$ cat config.mk
export PLATFORM = sky130hd
export DESIGN_NAME = can_heartbeat_peer_table_unit
export DESIGN_NICKNAME = d
export VERILOG_FILES = /design/src/hw/rtl/chpt_pkg.sv /design/src/hw/rtl/chpt_front.sv /design/src/hw/rtl/chpt_queue.sv /design/src/hw/rtl/chpt_back.sv /design/src/hw/rtl/can_heartbeat_peer_table_unit.sv
export SDC_FILE = /design/constraint.sdc
export NUM_CORES = 1
export LEC_CHECK = 0
export BUFFER_PORTS_ARGS = -buffer_cell sky130_fd_sc_hd__buf_4
export CORE_MARGIN = 4
export CORE_UTILIZATION = 53
export CTS_BUF_LIST = sky130_fd_sc_hd__clkbuf_2 sky130_fd_sc_hd__clkbuf_4 sky130_fd_sc_hd__clkbuf_8
export DETAILED_ROUTE_END_ITERATION = 7
export GPL_ROUTABILITY_DRIVEN = 0
export GPL_TIMING_DRIVEN = 0
export PLACE_DENSITY_LB_ADDON = 0.15
export SYNTH_ARGS = -nofsm -noshare
export SYNTH_HDL_FRONTEND = slang
export SYNTH_SLANG_ARGS = --single-unit
$ cat constraint.sdc
create_clock -name clk -period 10.2 [get_ports clk]
set_input_delay 1.02 -clock clk [delete_from_list [all_inputs] [get_ports clk]]
set_output_delay 1.02 -clock clk [all_outputs]
set_load 0.1 [all_outputs]
$ cat src/hw/rtl/chpt_pkg.sv
// chpt_pkg: shared types, codes and constants for the CAN heartbeat peer table
// used by chpt_front, chpt_queue, chpt_back, the top level and its checker
// no dependencies
package chpt_pkg;

  // default number of peer table slots
  localparam int PEER_SLOTS_DEF = 8;

  // front-to-back queue depth (power of two)
  localparam int Q_DEPTH = 2;
  localparam int QPTR_W  = $clog2(Q_DEPTH);

  // own node id register
  localparam int            OWN_ID_W     = 11;
  localparam logic [10:0]   OWN_ID_RESET = 11'd1280;

  // heartbeat frame signature
  localparam logic [7:0] HB_MAGIC0 = 8'hCA;
  localparam logic [7:0] HB_MAGIC1 = 8'h4E;
  localparam logic [3:0] HB_LENGTH = 4'd8;

  // item operation codes
  localparam logic OP_FRAME   = 1'b0;
  localparam logic OP_OVERRUN = 1'b1;

  typedef logic [2:0] outcome_t;
  typedef logic [2:0] slot_t;

  // outcome codes
  localparam outcome_t OUT_NOT_HB     = 3'd0;
  localparam outcome_t OUT_OWN_HB     = 3'd1;
  localparam outcome_t OUT_UPDATED    = 3'd2;
  localparam outcome_t OUT_ADDED      = 3'd3;
  localparam outcome_t OUT_TABLE_FULL = 3'd4;
  localparam outcome_t OUT_OVERRUN    = 3'd5;

  // one input transaction
  typedef struct packed {
    logic        op;
    logic        extended_id;
    logic        remote_frame;
    logic [28:0] frame_id;
    logic [3:0]  length_code;
    logic [63:0] payload;
  } item_t;

  // one result transaction
  typedef struct packed {
    outcome_t    outcome;
    slot_t       slot;
    logic [31:0] slot_rx_count;
    logic [31:0] total_frames;
    logic [31:0] valid_heartbeats;
    logic [31:0] overrun_count;
  } result_t;

  // classified item handed from front to back
  typedef struct packed {
    logic        is_peer;
    outcome_t    outcome;
    logic [15:0] pid;
    logic [31:0] pctr;
    logic [31:0] total;
    logic [31:0] valid_hb;
    logic [31:0] overruns;
  } entry_t;

endpackage

$ cat src/hw/rtl/chpt_front.sv
// chpt_front: accepts transactions, classifies heartbeats, keeps the frame,
// heartbeat and overrun counters and the own node id register
// depends on chpt_pkg
module chpt_front import chpt_pkg::*; (
  input  logic                clk,
  input  logic                rst,
  input  logic                start,
  input  item_t               item,
  input  logic                own_id_we,
  input  logic [OWN_ID_W-1:0] own_id_wdata,
  input  logic                q_full,
  output logic                busy,
  output logic                push,
  output entry_t              entry
);

  logic [OWN_ID_W-1:0] own_id;
  logic [31:0]         total;
  logic [31:0]         valid_hb;
  logic [31:0]         overruns;
  logic [31:0]         total_next;
  logic [31:0]         valid_hb_next;
  logic [31:0]         overruns_next;
  logic [15:0]         pid;
  logic                is_hb;
  logic                is_own;
  logic                accept;

  assign busy   = q_full;
  assign accept = start && !q_full;
  assign push   = accept;

  // heartbeat decode
  assign pid    = item.payload[31:16];
  assign is_hb  = (item.op == OP_FRAME) && !item.extended_id && !item.remote_frame &&
                  (item.length_code == HB_LENGTH) &&
                  (item.payload[7:0] == HB_MAGIC0) && (item.payload[15:8] == HB_MAGIC1);
  assign is_own = (pid == {{(16 - OWN_ID_W){1'b0}}, own_id});

  // counter updates for this transaction
  always_comb begin
    total_next    = total;
    valid_hb_next = valid_hb;
    overruns_next = overruns;
    if (item.op == OP_OVERRUN) begin
      overruns_next = overruns + 32'd1;
    end else begin
      total_next = total + 32'd1;
      if (is_hb && !is_own) begin
        valid_hb_next = valid_hb + 32'd1;
      end
    end
  end

  // classified entry
  always_comb begin
    entry.is_peer  = (item.op == OP_FRAME) && is_hb && !is_own;
    entry.pid      = pid;
    entry.pctr     = item.payload[63:32];
    entry.total    = total_next;
    entry.valid_hb = valid_hb_next;
    entry.overruns = overruns_next;
    if (item.op == OP_OVERRUN) begin
      entry.outcome = OUT_OVERRUN;
    end else if (is_hb && is_own) begin
      entry.outcome = OUT_OWN_HB;
    end else begin
      entry.outcome = OUT_NOT_HB;
    end
  end

  // counters and own id register
  always_ff @(posedge clk) begin
    if (rst) begin
      own_id   <= OWN_ID_RESET;
      total    <= '0;
      valid_hb <= '0;
      overruns <= '0;
    end else begin
      if (own_id_we) begin
        own_id <= own_id_wdata;
      end
      if (accept) begin
        total    <= total_next;
        valid_hb <= valid_hb_next;
        overruns <= overruns_next;
      end
    end
  end

endmodule

$ cat src/hw/rtl/chpt_queue.sv
// chpt_queue: short fifo of classified entries between front and back
// depends on chpt_pkg
module chpt_queue import chpt_pkg::*; (
  input  logic   clk,
  input  logic   rst,
  input  logic   push,
  input  entry_t push_entry,
  input  logic   pop,
  output entry_t pop_entry,
  output logic   empty,
  output logic   full
);

  entry_t            mem [Q_DEPTH];
  logic [QPTR_W-1:0] wr_ptr;
  logic [QPTR_W-1:0] rd_ptr;
  logic [QPTR_W:0]   count;

  assign empty     = (count == '0);
  assign full      = (count == (QPTR_W + 1)'(Q_DEPTH));
  assign pop_entry = mem[rd_ptr];

  // storage
  always_ff @(posedge clk) begin
    if (push) begin
      mem[wr_ptr] <= push_entry;
    end
  end

  // pointers and fill count
  always_ff @(posedge clk) begin
    if (rst) begin
      wr_ptr <= '0;
      rd_ptr <= '0;
      count  <= '0;
    end else begin
      if (push) begin
        wr_ptr <= wr_ptr + 1'b1;
      end
      if (pop) begin
        rd_ptr <= rd_ptr + 1'b1;
      end
      if (push && !pop) begin
        count <= count + 1'b1;
      end else if (pop && !push) begin
        count <= count - 1'b1;
      end
    end
  end

endmodule

$ cat src/hw/rtl/chpt_back.sv
// chpt_back: peer table search and update, one slot read per cycle,
// and the result register with its done strobe
// depends on chpt_pkg
module chpt_back import chpt_pkg::*; #(
  parameter int PEER_SLOTS = PEER_SLOTS_DEF
) (
  input  logic    clk,
  input  logic    rst,
  input  logic    q_empty,
  input  entry_t  q_entry,
  output logic    pop,
  output logic    done,
  output result_t result
);

  localparam int IDX_W = (PEER_SLOTS > 1) ? $clog2(PEER_SLOTS) : 1;
  localparam int CNT_W = $clog2(PEER_SLOTS + 1);

  localparam logic [2:0] S_IDLE  = 3'd0;
  localparam logic [2:0] S_SCAN  = 3'd1;
  localparam logic [2:0] S_DRAIN = 3'd2;
  localparam logic [2:0] S_LOOK  = 3'd3;
  localparam logic [2:0] S_WRITE = 3'd4;

  logic [2:0]            state;
  entry_t                ent;
  logic [CNT_W-1:0]      rd_cnt;
  logic [IDX_W-1:0]      rd_idx;
  logic [15:0]           ident_mem [PEER_SLOTS];
  logic [31:0]           seen_mem [PEER_SLOTS];
  logic [31:0]           last_ctr_mem [PEER_SLOTS];
  logic [PEER_SLOTS-1:0] id_vld;
  logic [PEER_SLOTS-1:0] cnt_vld;
  logic [15:0]           ident_q;
  logic                  ident_vq;
  logic [31:0]           seen_q;
  logic                  seen_vq;
  logic                  cmp_en;
  logic [IDX_W-1:0]      cmp_idx;
  logic                  hit_found;
  logic                  empty_found;
  logic [IDX_W-1:0]      hit_idx;
  logic [IDX_W-1:0]      empty_idx;
  logic [IDX_W-1:0]      sel_idx;
  logic [15:0]           eff_id;
  logic [31:0]           seen_next;

  assign rd_idx  = rd_cnt[IDX_W-1:0];
  assign pop     = (state == S_IDLE) && !q_empty;
  // a slot never written reads as empty
  assign eff_id  = ident_vq ? ident_q : 16'd0;
  assign sel_idx = hit_found ? hit_idx : empty_idx;
  assign seen_next = hit_found ? ((seen_vq ? seen_q : 32'd0) + 32'd1) : 32'd1;

  // table memories, registered reads
  always_ff @(posedge clk) begin
    ident_q  <= ident_mem[rd_idx];
    ident_vq <= id_vld[rd_idx];
    seen_q   <= seen_mem[sel_idx];
    seen_vq  <= cnt_vld[sel_idx];
    if (state == S_WRITE) begin
      seen_mem[sel_idx]     <= seen_next;
      last_ctr_mem[sel_idx] <= ent.pctr;
      if (!hit_found) begin
        ident_mem[sel_idx] <= ent.pid;
      end
    end
  end

  // sequencer, search flags and result register
  always_ff @(posedge clk) begin
    if (rst) begin
      state       <= S_IDLE;
      done        <= 1'b0;
      result      <= '0;
      ent         <= '0;
      rd_cnt      <= '0;
      cmp_en      <= 1'b0;
      cmp_idx     <= '0;
      hit_found   <= 1'b0;
      empty_found <= 1'b0;
      hit_idx     <= '0;
      empty_idx   <= '0;
      id_vld      <= '0;
      cnt_vld     <= '0;
    end else begin
      done <= 1'b0;

      // compare stage: first matching id, first empty slot
      if (cmp_en) begin
        if (!hit_found && (eff_id == ent.pid)) begin
          hit_found <= 1'b1;
          hit_idx   <= cmp_idx;
        end
        if (!empty_found && (eff_id == 16'd0)) begin
          empty_found <= 1'b1;
          empty_idx   <= cmp_idx;
        end
      end

      unique case (state)
        S_IDLE: begin
          if (!q_empty) begin
            ent <= q_entry;
            if (q_entry.is_peer) begin
              hit_found   <= 1'b0;
              empty_found <= 1'b0;
              rd_cnt      <= '0;
              state       <= S_SCAN;
            end else begin
              done                    <= 1'b1;
              result.outcome          <= q_entry.outcome;
              result.slot             <= '0;
              result.slot_rx_count    <= '0;
              result.total_frames     <= q_entry.total;
              result.valid_heartbeats <= q_entry.valid_hb;
              result.overrun_count    <= q_entry.overruns;
            end
          end
        end
        S_SCAN: begin
          cmp_en  <= 1'b1;
          cmp_idx <= rd_idx;
          rd_cnt  <= rd_cnt + 1'b1;
          if (rd_cnt == CNT_W'(PEER_SLOTS - 1)) begin
            state <= S_DRAIN;
          end
        end
        S_DRAIN: begin
          cmp_en <= 1'b0;
          state  <= S_LOOK;
        end
        S_LOOK: begin
          if (!hit_found && !empty_found) begin
            done                    <= 1'b1;
            result.outcome          <= OUT_TABLE_FULL;
            result.slot             <= '0;
            result.slot_rx_count    <= '0;
            result.total_frames     <= ent.total;
            result.valid_heartbeats <= ent.valid_hb;
            result.overrun_count    <= ent.overruns;
            state                   <= S_IDLE;
          end else begin
            state <= S_WRITE;
          end
        end
        S_WRITE: begin
          cnt_vld[sel_idx] <= 1'b1;
          if (!hit_found) begin
            id_vld[sel_idx] <= 1'b1;
          end
          done                    <= 1'b1;
          result.outcome          <= hit_found ? OUT_UPDATED : OUT_ADDED;
          result.slot             <= slot_t'(sel_idx);
          result.slot_rx_count    <= seen_next;
          result.total_frames     <= ent.total;
          result.valid_heartbeats <= ent.valid_hb;
          result.overrun_count    <= ent.overruns;
          state                   <= S_IDLE;
        end
        default: begin
          state <= S_IDLE;
        end
      endcase
    end
  end

endmodule

$ cat src/hw/rtl/can_heartbeat_peer_table_unit.sv
// flow: an accepted item is written into the queue, then the back end registers its result;
//   a peer heartbeat first runs scan, drain, look and write (look ends it on a full table)
// throughput: one non-peer transaction per cycle, none while a peer heartbeat is handled;
//   a 2-entry queue lets the front accept while the back scans one table slot per cycle
// busy is high only while that queue is full; done is never held off by the receiver
// reset (synchronous, active high) clears counters, queue and table valid bits at once
module can_heartbeat_peer_table_unit import chpt_pkg::*; #(
  parameter int PEER_SLOTS = PEER_SLOTS_DEF
) (
  input  logic                clk,
  input  logic                rst,
  input  logic                start,
  input  item_t               item,
  output logic                busy,
  input  logic                own_id_we,
  input  logic [OWN_ID_W-1:0] own_id_wdata,
  output logic                done,
  output result_t             result
);

  logic   q_push;
  logic   q_pop;
  logic   q_empty;
  logic   q_full;
  entry_t push_entry;
  entry_t pop_entry;

  // classification and counters
  chpt_front u_front (
    .clk          (clk),
    .rst          (rst),
    .start        (start),
    .item         (item),
    .own_id_we    (own_id_we),
    .own_id_wdata (own_id_wdata),
    .q_full       (q_full),
    .busy         (busy),
    .push         (q_push),
    .entry        (push_entry)
  );

  // decoupling queue
  chpt_queue u_queue (
    .clk        (clk),
    .rst        (rst),
    .push       (q_push),
    .push_entry (push_entry),
    .pop        (q_pop),
    .pop_entry  (pop_entry),
    .empty      (q_empty),
    .full       (q_full)
  );

  // peer table
  chpt_back #(
    .PEER_SLOTS (PEER_SLOTS)
  ) u_back (
    .clk     (clk),
    .rst     (rst),
    .q_empty (q_empty),
    .q_entry (pop_entry),
    .pop     (q_pop),
    .done    (done),
    .result  (result)
  );

endmodule

==> impl_results.md <==
- Outcome: finished, final reports clean
- Period Utilization, post-route: 43.8%
- Setup bufs post-CTS: 0
- Pre-CTS setup slack: 5.44 ns
- Least-Margin Pin Slew: 1.40 ns
- CTS resizes: 0
- Max Clk Rate: 0.224 GHz
- Detailed Route WL: 113 mm
- Hold Vio Cnt, Final: 0
- Hold buffer count at CTS: 0
- Syn nets: 3701
- Yosys reg bits: 1058
- H-Tree Level Count: 4
- Critical-path maximum fanout: 10
- Post-synth top area cell: edfxtp_1
- Slew Limit Fails: 0
- FILL cells: 6329
- Total GRT Usage: 26.2%
- Post-synth top area share: 43.0%
- Clk_skew: 0.0393 ns
- Ys flop type: edfxtp_1
- Met1 Usage GRT: 33.7%
- CTS Buf Count: 166
- GRT overflow: 0
- Power per cell area: 237 mW/mm2
- Initial antenna violation count: 3
- Yosys cell types: 80
- Post-route core utilization: 62.4%
- Number of DRC markers in iteration 0: 2499
- Critical Path Source Type: flop
- Multi-input gate area: 0.0146 mm2
- Data arrival, critical path: 5.19 ns
- Post-synth ARST share: 0%
- Leakage: 18.1 nW
- Synth area leaders: edfxtp_1, dfxtp_1, nand2_1, mux2i_1, nor2_1
- Max-slew headroom: 6.35%
- Worst EP required: 10.92 ns
- Post-layout worst setup margin: 5.73 ns
- Starting density of the core: 53.9%
- Number of I/O pins: 251
- Sequential share of the synthesized area: 63.8%
- Worst skew pair latency: 0.82 ns
- Number of flops mapped to enable cells by yosys: 614
- RSZ-0062 raised after global routing: no
- Die ar.: 0.0854 mm2
- Hold WS: 0.430 ns
- Min-delay worst type: input port to flop
- DIE WIDTH: 292 um
- Routed Antenna Nets: 0
- Avg Cell Area, Syn: 12.0 um2
- Clock tree buffer depth: 3
- Routed len/inst: 22.0 um
- Core Region: 0.0795 mm2
- Share of layout cells above drive strength 1: 16.6%
- # rows: 103
- CTS root buf: clkbuf_8
- Hpwl dp: 78.2 mm
- Gr busiest metal: met2
- Final net count: 4084
- PortBufs: 189
- Number of global-route vias before repair: 29577
- Largest net degree at the start of global routing: 60
- Min Clock Period, post-route: 4.47 ns
- M3 GR Usage: 5.34%
- DR DRC count: 0
- Max VDD drop: 222 uV
- First-pass GRT wire length: 173 mm
- Chip height: 292 um
- Area growth, synth to finish: 15.8%
- Synth top cells by count: edfxtp_1, nand2_1, dfxtp_1
- Tot Pwr: 0.0118 W
- Setup crit end kind: flop
- CTS tree: yes
- Max-Cap Viols: 0
- Clock sink total: 1058
- Register area: 0.0273 mm2
- Yosys Warn Count: 0
- Drt first pass iters: 6
- Post-route cell area: 0.0496 mm2
- Crit Path Class: flop to flop
- DP Area: 0.0461 mm2
- Mapped cell area: 0.0428 mm2
- Most frequent cell after synthesis: edfxtp_1
- Grt met2 use: 44.0%
- Via Count: 29893
- DR vias/cell: 5.79
- CTS clk-pin slew, worst paths: 0.06 ns
- Final Setup Violations: 0
- Gate Count Post-Synth: 3580
[worst max-delay path: stages, from the launching register on]
cell      delay (ns)
dfxtp_1         0.30
clkbuf_1        0.18
or3_1           0.40
clkbuf_1        0.13
nor2_1          0.91
clkbuf_1        0.99
buf_1           0.51
inv_1           0.10
ha_1            0.33
or3_1           0.37
a21oi_1         0.14
[cell type report]
type,count,share of cell area [%]
Buffer,240,1.97
Antenna cell,3,0.0151
Timing Repair Buffer,215,3.69
Clock inverter,58,0.804
Sequential cell,1058,55.1
Tap cell,1050,2.65
Multi-Input combinational cell,2264,29.4
Inverter,18,0.136
Clock buffer,255,6.25
[final timing paths]
path	endpoint	slack, ns	start	cells past startpoint
max reg2reg	u_queue.count[1]	5.73	u_back.state[2]	10
max	u_queue.count[1]	5.73	u_back.state[2]	10
min	u_queue.mem[0][139]	0.43	item[27]	1
min reg2reg	u_back.result[84]	0.45	u_back.result[84]	2
[layer usage]
| layer | vias up | share of wire [%] |
|---|---|---|
| met2 | 1137 | 49 |
| met4 | 2 | 3.2 |
| li1 | 13959 | - |
| met3 | 243 | 7.2 |
| met5 | - | 0.011 |
| met1 | 14552 | 41 |
[where the power goes]
| group | internal [W] | total, W | switching, W |
|---|---|---|---|
| Sequential | 0.00510 | 0.00544 | 0.000340 |
| Clock | 0.00203 | 0.00370 | 0.00167 |
| Combinational | 0.000726 | 0.00264 | 0.00192 |
[per-stage QoR]
stage	instances	setup TNS [ns]
3_3_place_gp	4819	-61.03
3_5_place_dp	4845	0
4_1_cts	5158	0
2_1_floorplan	3580	0
6_report	5161	0
5_1_grt	5159	0
[placed cells by master, fill, tap and decap left out, types with 10 or more instances in the layout]
| cell | n |
|---|---|
| and2_1 | 25 |
| buf_1 | 25 |
| mux2_1 | 14 |
| buf_4 | 193 |
| nor4_1 | 53 |
| a22oi_1 | 16 |
| mux2_2 | 36 |
| o21a_1 | 15 |
| o211ai_1 | 103 |
| nor4_2 | 19 |
| nand2_1 | 487 |
| o21ai_0 | 40 |
| nand4_1 | 51 |
| inv_1 | 16 |
| dfxtp_1 | 444 |
| clkinv_2 | 16 |
| clkinv_1 | 26 |
| buf_6 | 12 |
| xnor2_1 | 86 |
| mux4_2 | 45 |
| nor3_2 | 14 |
| a21oi_1 | 177 |
| clkbuf_8 | 190 |
| clkbuf_4 | 65 |
| nor2b_1 | 27 |
| nand3_1 | 122 |
| or4_1 | 14 |
| and4_1 | 10 |
| and3_1 | 14 |
| xor2_1 | 101 |
| or3_1 | 15 |
| nor3_1 | 46 |
| edfxtp_1 | 614 |
| nor2_1 | 315 |
| buf_2 | 28 |
| clkbuf_1 | 181 |
| mux2i_1 | 145 |
| a211oi_1 | 133 |
[registers in the layout, summed over array words and instances, names as in the netlist, 2 cells and up, named ones only]
register	count
u_back.ident_mem	128
u_back.cnt_vld	8
u_back.ident_q	16
u_queue.count	2
u_front.own_id	11
u_queue.mem	230
u_front.valid_hb	32
u_back.cmp_idx	3
u_back.empty_idx	3
u_back.state	3
u_front.total	32
u_back.result	134
u_back.id_vld	8
u_back.rd_cnt	4
u_front.overruns	32
u_back.hit_idx	3
u_back.seen_mem	256
u_back.ent	112
u_back.seen_q	32
[cells by family (layout without fill, tap and decap cells)]
family | count (synthesis) | in the layout | synth area share, %
flops | 1058 | 1058 | 63.8
other cells | 0 | 3 | 0
xor+xnor | 187 | 187 | 3.82
buf+inv | 258 | 786 | 2.44
mux | 240 | 240 | 7.07
compound gates | 564 | 564 | 8.74
fa+ha+maj | 6 | 6 | 0.175
simple gates | 1267 | 1267 | 14.0
Power figures use the tool's default switching activity.
